--- config.mk ---
export PLATFORM = sky130hd
export DESIGN_NAME = keyed_policy_table
export DESIGN_NICKNAME = d
export VERILOG_FILES = /design/src/kpt_pkg.sv /design/src/kpt_ram.sv /design/src/keyed_policy_table.sv
export SDC_FILE = /design/constraint.sdc
export NUM_CORES = 2
export LEC_CHECK = 0
export BUFFER_PORTS_ARGS = -buffer_cell sky130_fd_sc_hd__clkbuf_2
export CAP_MARGIN = 20
export CORE_MARGIN = 2
export CORE_UTILIZATION = 40
export CTS_CLUSTER_DIAMETER = 120
export DETAILED_ROUTE_END_ITERATION = 16
export PLACE_DENSITY = 0.65
export SYNTH_ARGS = -nofsm -noshare
export SYNTH_HDL_FRONTEND = slang
export SYNTH_HIERARCHICAL = 1
export SYNTH_MEMORY_MAX_BITS = 65536
export SYNTH_SLANG_ARGS = --single-unit
--- constraint.sdc ---
create_clock -name clk -period 19.95 [get_ports clk]
set_clock_uncertainty 0.05 [all_clocks]
set_input_delay 1.995 -clock clk [delete_from_list [all_inputs] [get_ports clk]]
set_output_delay 1.995 -clock clk [all_outputs]
set_load 0.005 [all_outputs]
--- src/kpt_pkg.sv ---
`default_nettype none

package kpt_pkg;

    localparam int POLICY_W = 8;
    localparam int KEY_W    = 32;

    typedef logic [POLICY_W-1:0] policy_t;
    typedef logic [KEY_W-1:0]    key_t;

    typedef enum logic [1:0] {
        OP_LOOKUP = 2'd0,
        OP_UPDATE = 2'd1,
        OP_CLEAR  = 2'd2
    } op_t;

    typedef struct packed {
        op_t     op;
        key_t    control_id;
        key_t    action_code;
        policy_t policy_value;
    } req_t;

    typedef struct packed {
        policy_t policy_out;
        logic    status;
    } rsp_t;

endpackage

`default_nettype wire

--- src/kpt_ram.sv ---
`default_nettype none

module kpt_ram #(
    parameter int WIDTH = 8,
    parameter int DEPTH = 64
) (
    input  wire logic                     clk,
    input  wire logic                     we,
    input  wire logic [$clog2(DEPTH)-1:0] waddr,
    input  wire logic [WIDTH-1:0]         wdata,
    input  wire logic [$clog2(DEPTH)-1:0] raddr,
    output logic      [WIDTH-1:0]         rdata
);

    logic [WIDTH-1:0] mem [DEPTH];

    always_ff @(posedge clk)
    begin
        if (we)
        begin
            mem[waddr] <= wdata;
        end
        rdata <= mem[raddr];
    end

endmodule

`default_nettype wire

--- src/keyed_policy_table.sv ---
// keyed_policy_table: associative table from (control_id, action_code) to a
// policy code, held in one synchronous RAM of TABLE_ENTRIES words.
//
// Request channel: req is taken at a rising edge with start high and busy
// low. Ops: lookup, update (store, remove with policy 0, or insert into the
// lowest free entry), clear. Unused op codes change nothing.
// Response channel: rsp is valid for exactly one cycle while done is high;
// the receiver cannot stall it. status is 1 when an insert found the table
// full.
//
// Lookup and update run a scan that reads one RAM entry per cycle, then
// pass through S_DRAIN and S_FINISH before done. Clear makes one RAM write
// per entry. An unused op code answers in the cycle after it is taken.
// busy stays high until done is shown, so the next request can be taken in
// the cycle done is high.
//
// Reset: after rst_n releases, a clearing pass writes every entry invalid;
// busy is high during it and no request is taken.
`default_nettype none

module keyed_policy_table #(
    parameter int TABLE_ENTRIES = 64,
    parameter int POLICY_BITS   = 8
) (
    input  wire logic          clk,
    input  wire logic          rst_n,
    input  wire logic          start,
    output logic               busy,
    input  wire kpt_pkg::req_t req,
    output logic               done,
    output kpt_pkg::rsp_t      rsp
);

    import kpt_pkg::*;

    localparam int IW = $clog2(TABLE_ENTRIES);
    localparam int PW = (POLICY_BITS < POLICY_W) ? POLICY_BITS : POLICY_W;
    localparam logic [IW-1:0] LAST_IDX = IW'(TABLE_ENTRIES - 1);

    typedef struct packed {
        logic          valid;
        key_t          ctl;
        key_t          act;
        logic [PW-1:0] pol;
    } entry_t;

    localparam int EW = $bits(entry_t);

    typedef enum logic [2:0] {
        S_INIT,
        S_IDLE,
        S_SCAN,
        S_DRAIN,
        S_FINISH,
        S_CLEAR
    } state_t;

    state_t        state_reg, state_next;
    logic [IW-1:0] cnt_reg, cnt_next;
    logic          dv_reg, dv_next;
    logic          hit_reg, hit_next;
    logic          free_reg, free_next;
    logic          done_reg, done_next;
    rsp_t          rsp_reg, rsp_next;
    req_t          req_reg, req_next;
    logic [IW-1:0] didx_reg, didx_next;
    logic [IW-1:0] hit_idx_reg, hit_idx_next;
    logic [IW-1:0] free_idx_reg, free_idx_next;
    logic [PW-1:0] hit_pol_reg, hit_pol_next;

    logic          we;
    logic [IW-1:0] waddr;
    entry_t        wdata;
    logic [IW-1:0] raddr;
    logic [EW-1:0] rdata;
    entry_t        ent;
    logic [PW-1:0] pol_in;

    kpt_ram #(
        .WIDTH(EW),
        .DEPTH(TABLE_ENTRIES)
    ) u_ram (
        .clk  (clk),
        .we   (we),
        .waddr(waddr),
        .wdata(wdata),
        .raddr(raddr),
        .rdata(rdata)
    );

    assign ent    = entry_t'(rdata);
    assign pol_in = req_reg.policy_value[PW-1:0];
    assign busy   = (state_reg != S_IDLE);
    assign done   = done_reg;
    assign rsp    = rsp_reg;

    always_comb
    begin
        state_next    = state_reg;
        cnt_next      = cnt_reg;
        dv_next       = 1'b0;
        hit_next      = hit_reg;
        free_next     = free_reg;
        done_next     = 1'b0;
        rsp_next      = rsp_reg;
        req_next      = req_reg;
        didx_next     = didx_reg;
        hit_idx_next  = hit_idx_reg;
        free_idx_next = free_idx_reg;
        hit_pol_next  = hit_pol_reg;
        we            = 1'b0;
        waddr         = cnt_reg;
        wdata         = '0;
        raddr         = cnt_reg;

        if (dv_reg)
        begin
            if (ent.valid && ent.ctl == req_reg.control_id
                && ent.act == req_reg.action_code)
            begin
                hit_next     = 1'b1;
                hit_idx_next = didx_reg;
                hit_pol_next = ent.pol;
            end
            if (!ent.valid && !free_reg)
            begin
                free_next     = 1'b1;
                free_idx_next = didx_reg;
            end
        end

        case (state_reg)
            S_INIT, S_CLEAR:
            begin
                we       = 1'b1;
                waddr    = cnt_reg;
                wdata    = '0;
                cnt_next = cnt_reg + 1'b1;
                if (cnt_reg == LAST_IDX)
                begin
                    cnt_next   = '0;
                    state_next = S_IDLE;
                    if (state_reg == S_CLEAR)
                    begin
                        done_next = 1'b1;
                        rsp_next  = '0;
                    end
                end
            end
            S_IDLE:
            begin
                if (start)
                begin
                    req_next  = req;
                    cnt_next  = '0;
                    hit_next  = 1'b0;
                    free_next = 1'b0;
                    case (req.op)
                        OP_LOOKUP, OP_UPDATE: state_next = S_SCAN;
                        OP_CLEAR:             state_next = S_CLEAR;
                        default:
                        begin
                            done_next = 1'b1;
                            rsp_next  = '0;
                        end
                    endcase
                end
            end
            S_SCAN:
            begin
                raddr     = cnt_reg;
                dv_next   = 1'b1;
                didx_next = cnt_reg;
                if (cnt_reg == LAST_IDX)
                begin
                    cnt_next   = '0;
                    state_next = S_DRAIN;
                end
                else
                begin
                    cnt_next = cnt_reg + 1'b1;
                end
            end
            S_DRAIN:
            begin
                state_next = S_FINISH;
            end
            S_FINISH:
            begin
                done_next  = 1'b1;
                rsp_next   = '0;
                state_next = S_IDLE;
                case (req_reg.op)
                    OP_LOOKUP:
                    begin
                        if (hit_reg)
                        begin
                            rsp_next.policy_out = policy_t'(hit_pol_reg);
                        end
                    end
                    OP_UPDATE:
                    begin
                        if (hit_reg)
                        begin
                            we    = 1'b1;
                            waddr = hit_idx_reg;
                            wdata = '{valid: (pol_in != '0), ctl: req_reg.control_id,
                                      act: req_reg.action_code, pol: pol_in};
                        end
                        else if (pol_in != '0)
                        begin
                            if (free_reg)
                            begin
                                we    = 1'b1;
                                waddr = free_idx_reg;
                                wdata = '{valid: 1'b1, ctl: req_reg.control_id,
                                          act: req_reg.action_code, pol: pol_in};
                            end
                            else
                            begin
                                rsp_next.status = 1'b1;
                            end
                        end
                    end
                    default:
                    begin
                    end
                endcase
            end
            default:
            begin
                state_next = S_IDLE;
            end
        endcase
    end

    always_ff @(posedge clk or negedge rst_n)
    begin
        if (!rst_n)
        begin
            state_reg <= S_INIT;
            cnt_reg   <= '0;
            dv_reg    <= 1'b0;
            hit_reg   <= 1'b0;
            free_reg  <= 1'b0;
            done_reg  <= 1'b0;
            rsp_reg   <= '0;
        end
        else
        begin
            state_reg <= state_next;
            cnt_reg   <= cnt_next;
            dv_reg    <= dv_next;
            hit_reg   <= hit_next;
            free_reg  <= free_next;
            done_reg  <= done_next;
            rsp_reg   <= rsp_next;
        end
    end

    always_ff @(posedge clk)
    begin
        req_reg      <= req_next;
        didx_reg     <= didx_next;
        hit_idx_reg  <= hit_idx_next;
        free_idx_reg <= free_idx_next;
        hit_pol_reg  <= hit_pol_next;
    end

endmodule

`default_nettype wire

==> impl_table.tex <==
\begin{tabular}{lr}
\hline
Metric & Value \\
\hline
\multicolumn{2}{l}{\textbf{Worst setup path}} \\
\quad CP Capture Point & u\_ram/rdata[33]\$\_DFF\_P\_ \\
\quad Critical path depth in cells & 11 \\
\quad Critical path class & register to register \\
\quad Worst Path Required & 20.81 ns \\
\quad Reg-to-reg critical path startpoint & cnt\_reg[0]\$\_DFFE\_PN0P\_ \\
\quad Reg2Reg Depth & 11 \\
\quad Crit path max fanout & a little over 80 \\
\quad Critical path buffer and inverter count & 7 \\
\quad Reg-to-reg setup timing slack & 12.65 ns \\
\quad Cells along the critical path & buf\_4 -> buf\_4 -> buf\_12 -> buf\_4 -> buf\_12 -> buf\_4 -> mux4\_2 -> o22ai\_1 -> nor4\_1 -> buf\_4 -> o22a\_1 \\
\quad Kind of end point of the critical path & register \\
\quad CP max-delay cell & sky130\_fd\_sc\_hd\_\_buf\_4 \\
\quad Startpoint type of the worst setup path & register \\
\quad Crit path from & cnt\_reg[0]\$\_DFFE\_PN0P\_ \\
\quad Family of cells with the greatest summed delay on the critical path & buffers and inverters \\
\quad Highest cell delay on the worst timing path & 0.89 ns \\
\quad Endpoint of the worst-slack reg-to-reg timing path & u\_ram/rdata[33]\$\_DFF\_P\_ \\
\quad Crit path top cell by count & sky130\_fd\_sc\_hd\_\_buf\_4 \\
\quad Worst path arrival time & 8.16 ns \\
\multicolumn{2}{l}{\textbf{Status}} \\
\quad Result of the run & complete, no violations \\
\multicolumn{2}{l}{\textbf{Placement}} \\
\quad Half-perimeter wire length of the detailed placement result & 291200 um \\
\quad Final estimated routing congestion in global placement & 0.8482 \\
\quad Count of port buffers added during placement & 87 \\
\multicolumn{2}{l}{\textbf{Synthesis}} \\
\quad Post-synth EDFFs & 4772 \\
\quad Number of flip-flops and latches in the synthesized netlist & 4867 \\
\quad Syn Inst Count & 8018 \\
\quad Proportion of netlist area held by the largest area contributor & just under 80\% \\
\quad Most frequent cells after synthesis & sky130\_fd\_sc\_hd\_\_edfxtp\_1, sky130\_fd\_sc\_hd\_\_mux4\_2, sky130\_fd\_sc\_hd\_\_o22ai\_1, sky130\_fd\_sc\_hd\_\_clkbuf\_1, sky130\_fd\_sc\_hd\_\_mux2i\_1 \\
\quad Number of nets in the synthesized netlist & 8096 \\
\quad Most used DFF post-synth & sky130\_fd\_sc\_hd\_\_edfxtp\_1 \\
\quad Share of the yosys chip area belonging to registers & 79.31\% \\
\quad Count of distinct cell types in the synthesized netlist & between 60 and 70 \\
\quad Library cell occupying the most area in the post-synthesis netlist & sky130\_fd\_sc\_hd\_\_edfxtp\_1 \\
\quad Share of flip-flops with an asynchronous set or reset & 0.4520\% \\
\quad Synth area leaders & sky130\_fd\_sc\_hd\_\_edfxtp\_1, sky130\_fd\_sc\_hd\_\_mux4\_2, sky130\_fd\_sc\_hd\_\_o22ai\_1 \\
\quad Cell area after technology mapping & 183200 um\^{}2 \\
\quad Synthesized area divided by synthesized cell count & between 20 and 25 um\^{}2 \\
\quad Yosys synthesis warning count & 6 \\
\quad Most common cell in the synthesized netlist & sky130\_fd\_sc\_hd\_\_edfxtp\_1 \\
\multicolumn{2}{l}{\textbf{GRT}} \\
\quad GR Util All Layers & roughly 22\% \\
\quad Number of global-route vias before repair & 89334 \\
\quad Largest net degree at the start of global routing & between 100 and 150 \\
\quad Total global routing overflow & 0 \\
\quad Global-route wire length before repair & 709600 um \\
\quad Number of antenna violations at the first check in global routing & 29 \\
\multicolumn{2}{l}{\textbf{Floorplanning}} \\
\quad Starting density of the core & 40.17\% \\
\quad Width of the chip & $\sim$700 um \\
\quad Top Ports & 88 \\
\quad Number of standard-cell rows in the floorplan & 248 \\
\quad Area inside the core boundary & 456100 um\^{}2 \\
\quad Floorplan die area & approximately 460000 um\^{}2 \\
\quad DIE HEIGHT & 680.8 um \\
\multicolumn{2}{l}{\textbf{STA}} \\
\quad Worst slew margin relative to its limit & 16.70\% \\
\quad Setup repair after global routing missed its margin & false \\
\quad Number of max-slew violations in the final report & 0 \\
\quad Peak Freq & 137.0 MHz \\
\quad Slew at the pin closest to its max-slew limit & 1.250 ns \\
\quad Time the worst path needs with I/O delays and setup & 7.297 ns \\
\quad Final setup TNS & 0 ns \\
\quad Endpoints failing setup & 0 \\
\quad Final worst path period share & about 37\% \\
\quad Hold violation total from the final report & 0 \\
\multicolumn{2}{l}{\textbf{Routing}} \\
\quad Detail-routed net length per standard cell & approximately 34 um \\
\quad First drt pass iteration count & 6 \\
\quad Number of DRC markers in iteration 0 & 13367 \\
\quad Via total after detailed routing & a little over 90000 \\
\quad Number of antenna-violating nets in the routed design & 0 \\
\quad DRC violations left & 0 \\
\quad Post-Route WL & roughly 510000 um \\
\quad Via count normalized by instance count & 6.104 \\
\multicolumn{2}{l}{\textbf{Power}} \\
\quad Total power & 28.15 mW \\
\quad Peak VDD IR & 0.1147 mV \\
\quad Power per Cell Area & approximately 140 nW/um\^{}2 \\
\quad Leakage power summed over all cells & 59.82 nW \\
\multicolumn{2}{l}{\textbf{Layout}} \\
\quad Sequential cell area & 145300 um\^{}2 \\
\quad Post-layout utilization of the core & 45.49\% \\
\quad Fraction of layout instances using a drive strength above 1 & 26.55\% \\
\quad \# nets final & 8513 \\
\quad Post-synthesis to final-layout area growth & 13.25\% \\
\quad Number of flip-flops in the largest register & between 4000 and 5000 \\
\quad Fill cell instance count of the final layout & 37081 \\
\quad Area of the multi-input gates & around 36000 um\^{}2 \\
\multicolumn{2}{l}{\textbf{Clock network}} \\
\quad Clk slew on worst S/H paths & 0.06 ns \\
\quad Number of setup buffers added after CTS & 0 \\
\quad Max H-tree Level & 5 \\
\quad Maximum count of clock buffers along a single path & 4 \\
\quad Number of sinks on the clock net & 4867 \\
\quad Total clock buffers created by CTS & 457 \\
\quad TritonCTS clock tree & done \\
\quad Hold-fix buffers at CTS & 0 \\
\quad Resized cells post-CTS & 0 \\
\quad Master cell of the clock root buffer & sky130\_fd\_sc\_hd\_\_clkbuf\_16 \\
\quad Clock insertion delay at the later pin of the skew report & 1.04 ns \\
\multicolumn{2}{l}{\textbf{Run}} \\
\quad Number of maximum-capacitance violations & 0 \\
\multicolumn{2}{l}{\textbf{Hold path}} \\
\quad Hold WC Path Type & register to register \\
\hline
\end{tabular}
[cell type report]
| type | count | area share (%) |
|---|---|---|
| repair buffers | 410 | 1.524 |
| multi-input cells | 2687 | 17.50 |
| clock buffers | 583 | 5.894 |
| flip-flops and latches | 4867 | 70.04 |
| well taps | 6000 | 3.618 |
| clock inverters | 270 | 1.387 |
| inverters | 12 | 0.02412 |
| diodes | 10 | 0.01206 |
[power breakdown]
group | leakage, nW | internal, mW | switching (mW) | total [mW]
clock | 7.37 | 4.98 | 3.78 | 8.76
sequential | 40.7 | 11.9 | 0.371 | 12.3
combinational | 11.7 | 2.75 | 4.33 | 7.08
[routing by layer]
metal | track usage [%] | up-vias | wire (um)
met5 | 0 | - | 177
met1 | 29.39 | 48880 | 189400
met2 | 33.98 | 5562 | 240200
li1 | - | 35188 | -
met3 | 4.778 | 924 | 56380
met4 | 9.221 | 24 | 24650
[worst min-delay path by stage]
stage | startpoint | endpoint | slack (ns) | cells after the start
after floorplan | u_ram/rdata[0]$_DFF_P_ | hit_pol_reg[0]$_DFFE_PP_ | 0.34 | 0
after global placement | u_ram/rdata[4]$_DFF_P_ | hit_pol_reg[4]$_DFFE_PP_ | 0.35 | 0
after detailed placement | u_ram/rdata[5]$_DFF_P_ | hit_pol_reg[5]$_DFFE_PP_ | 0.34 | 0
after CTS | u_ram/rdata[5]$_DFF_P_ | hit_pol_reg[5]$_DFFE_PP_ | 0.36 | 0
after global routing | u_ram/rdata[5]$_DFF_P_ | hit_pol_reg[5]$_DFFE_PP_ | 0.38 | 0
final | u_ram/rdata[5]$_DFF_P_ | hit_pol_reg[5]$_DFFE_PP_ | 0.35 | 0
[cells by family (layout without fill, tap and decap cells)]
kind of cell / after synthesis / count (layout) / share of synthesized area (%)
other: 0 / 10 / 0
AO/OA/AOI/OAI: 756 / 756 / 2.858
multiplexers: 1253 / 1253 / 14.43
XOR/XNOR: 59 / 59 / 0.2820
AND/OR/NAND/NOR: 618 / 618 / 1.825
adder cells (fa/ha/maj): 1 / 1 / 0.006828
buffers and inverters: 464 / 1275 / 1.293
flip-flops: 4867 / 4867 / 79.31
[layout by cell type (no fill, tap or decap), drive strengths merged, types with 49 or more instances in the layout]
master  Yosys  layout
edfxtp   4772    4772
a22oi      69      69
xnor2      54      54
nor2      104     104
o22a       60      60
a211oi    114     114
nor2b      94      94
buf       235     322
mux4     1109    1109
mux2i     142     142
dfxtp      73      73
nor3      112     112
bufinv      0      49
nor4       68      68
clkbuf    217     671
clkinv      0     195
and2       76      76
o22ai     387     387
nand2      50      50
[stage by stage]
step	instances	cell area, um^2	setup WS (ns)	hold WS [ns]
after global placement	13949	191900	12.42	0.3494
after floorplan	8018	183200	12.43	0.3355
after global routing	14834	207500	12.02	0.3754
after CTS	14820	207300	12.30	0.3591
final	14839	207500	12.65	0.3542
after detailed placement	13967	192200	12.37	0.3419
(Power assumes the default switching activity.)
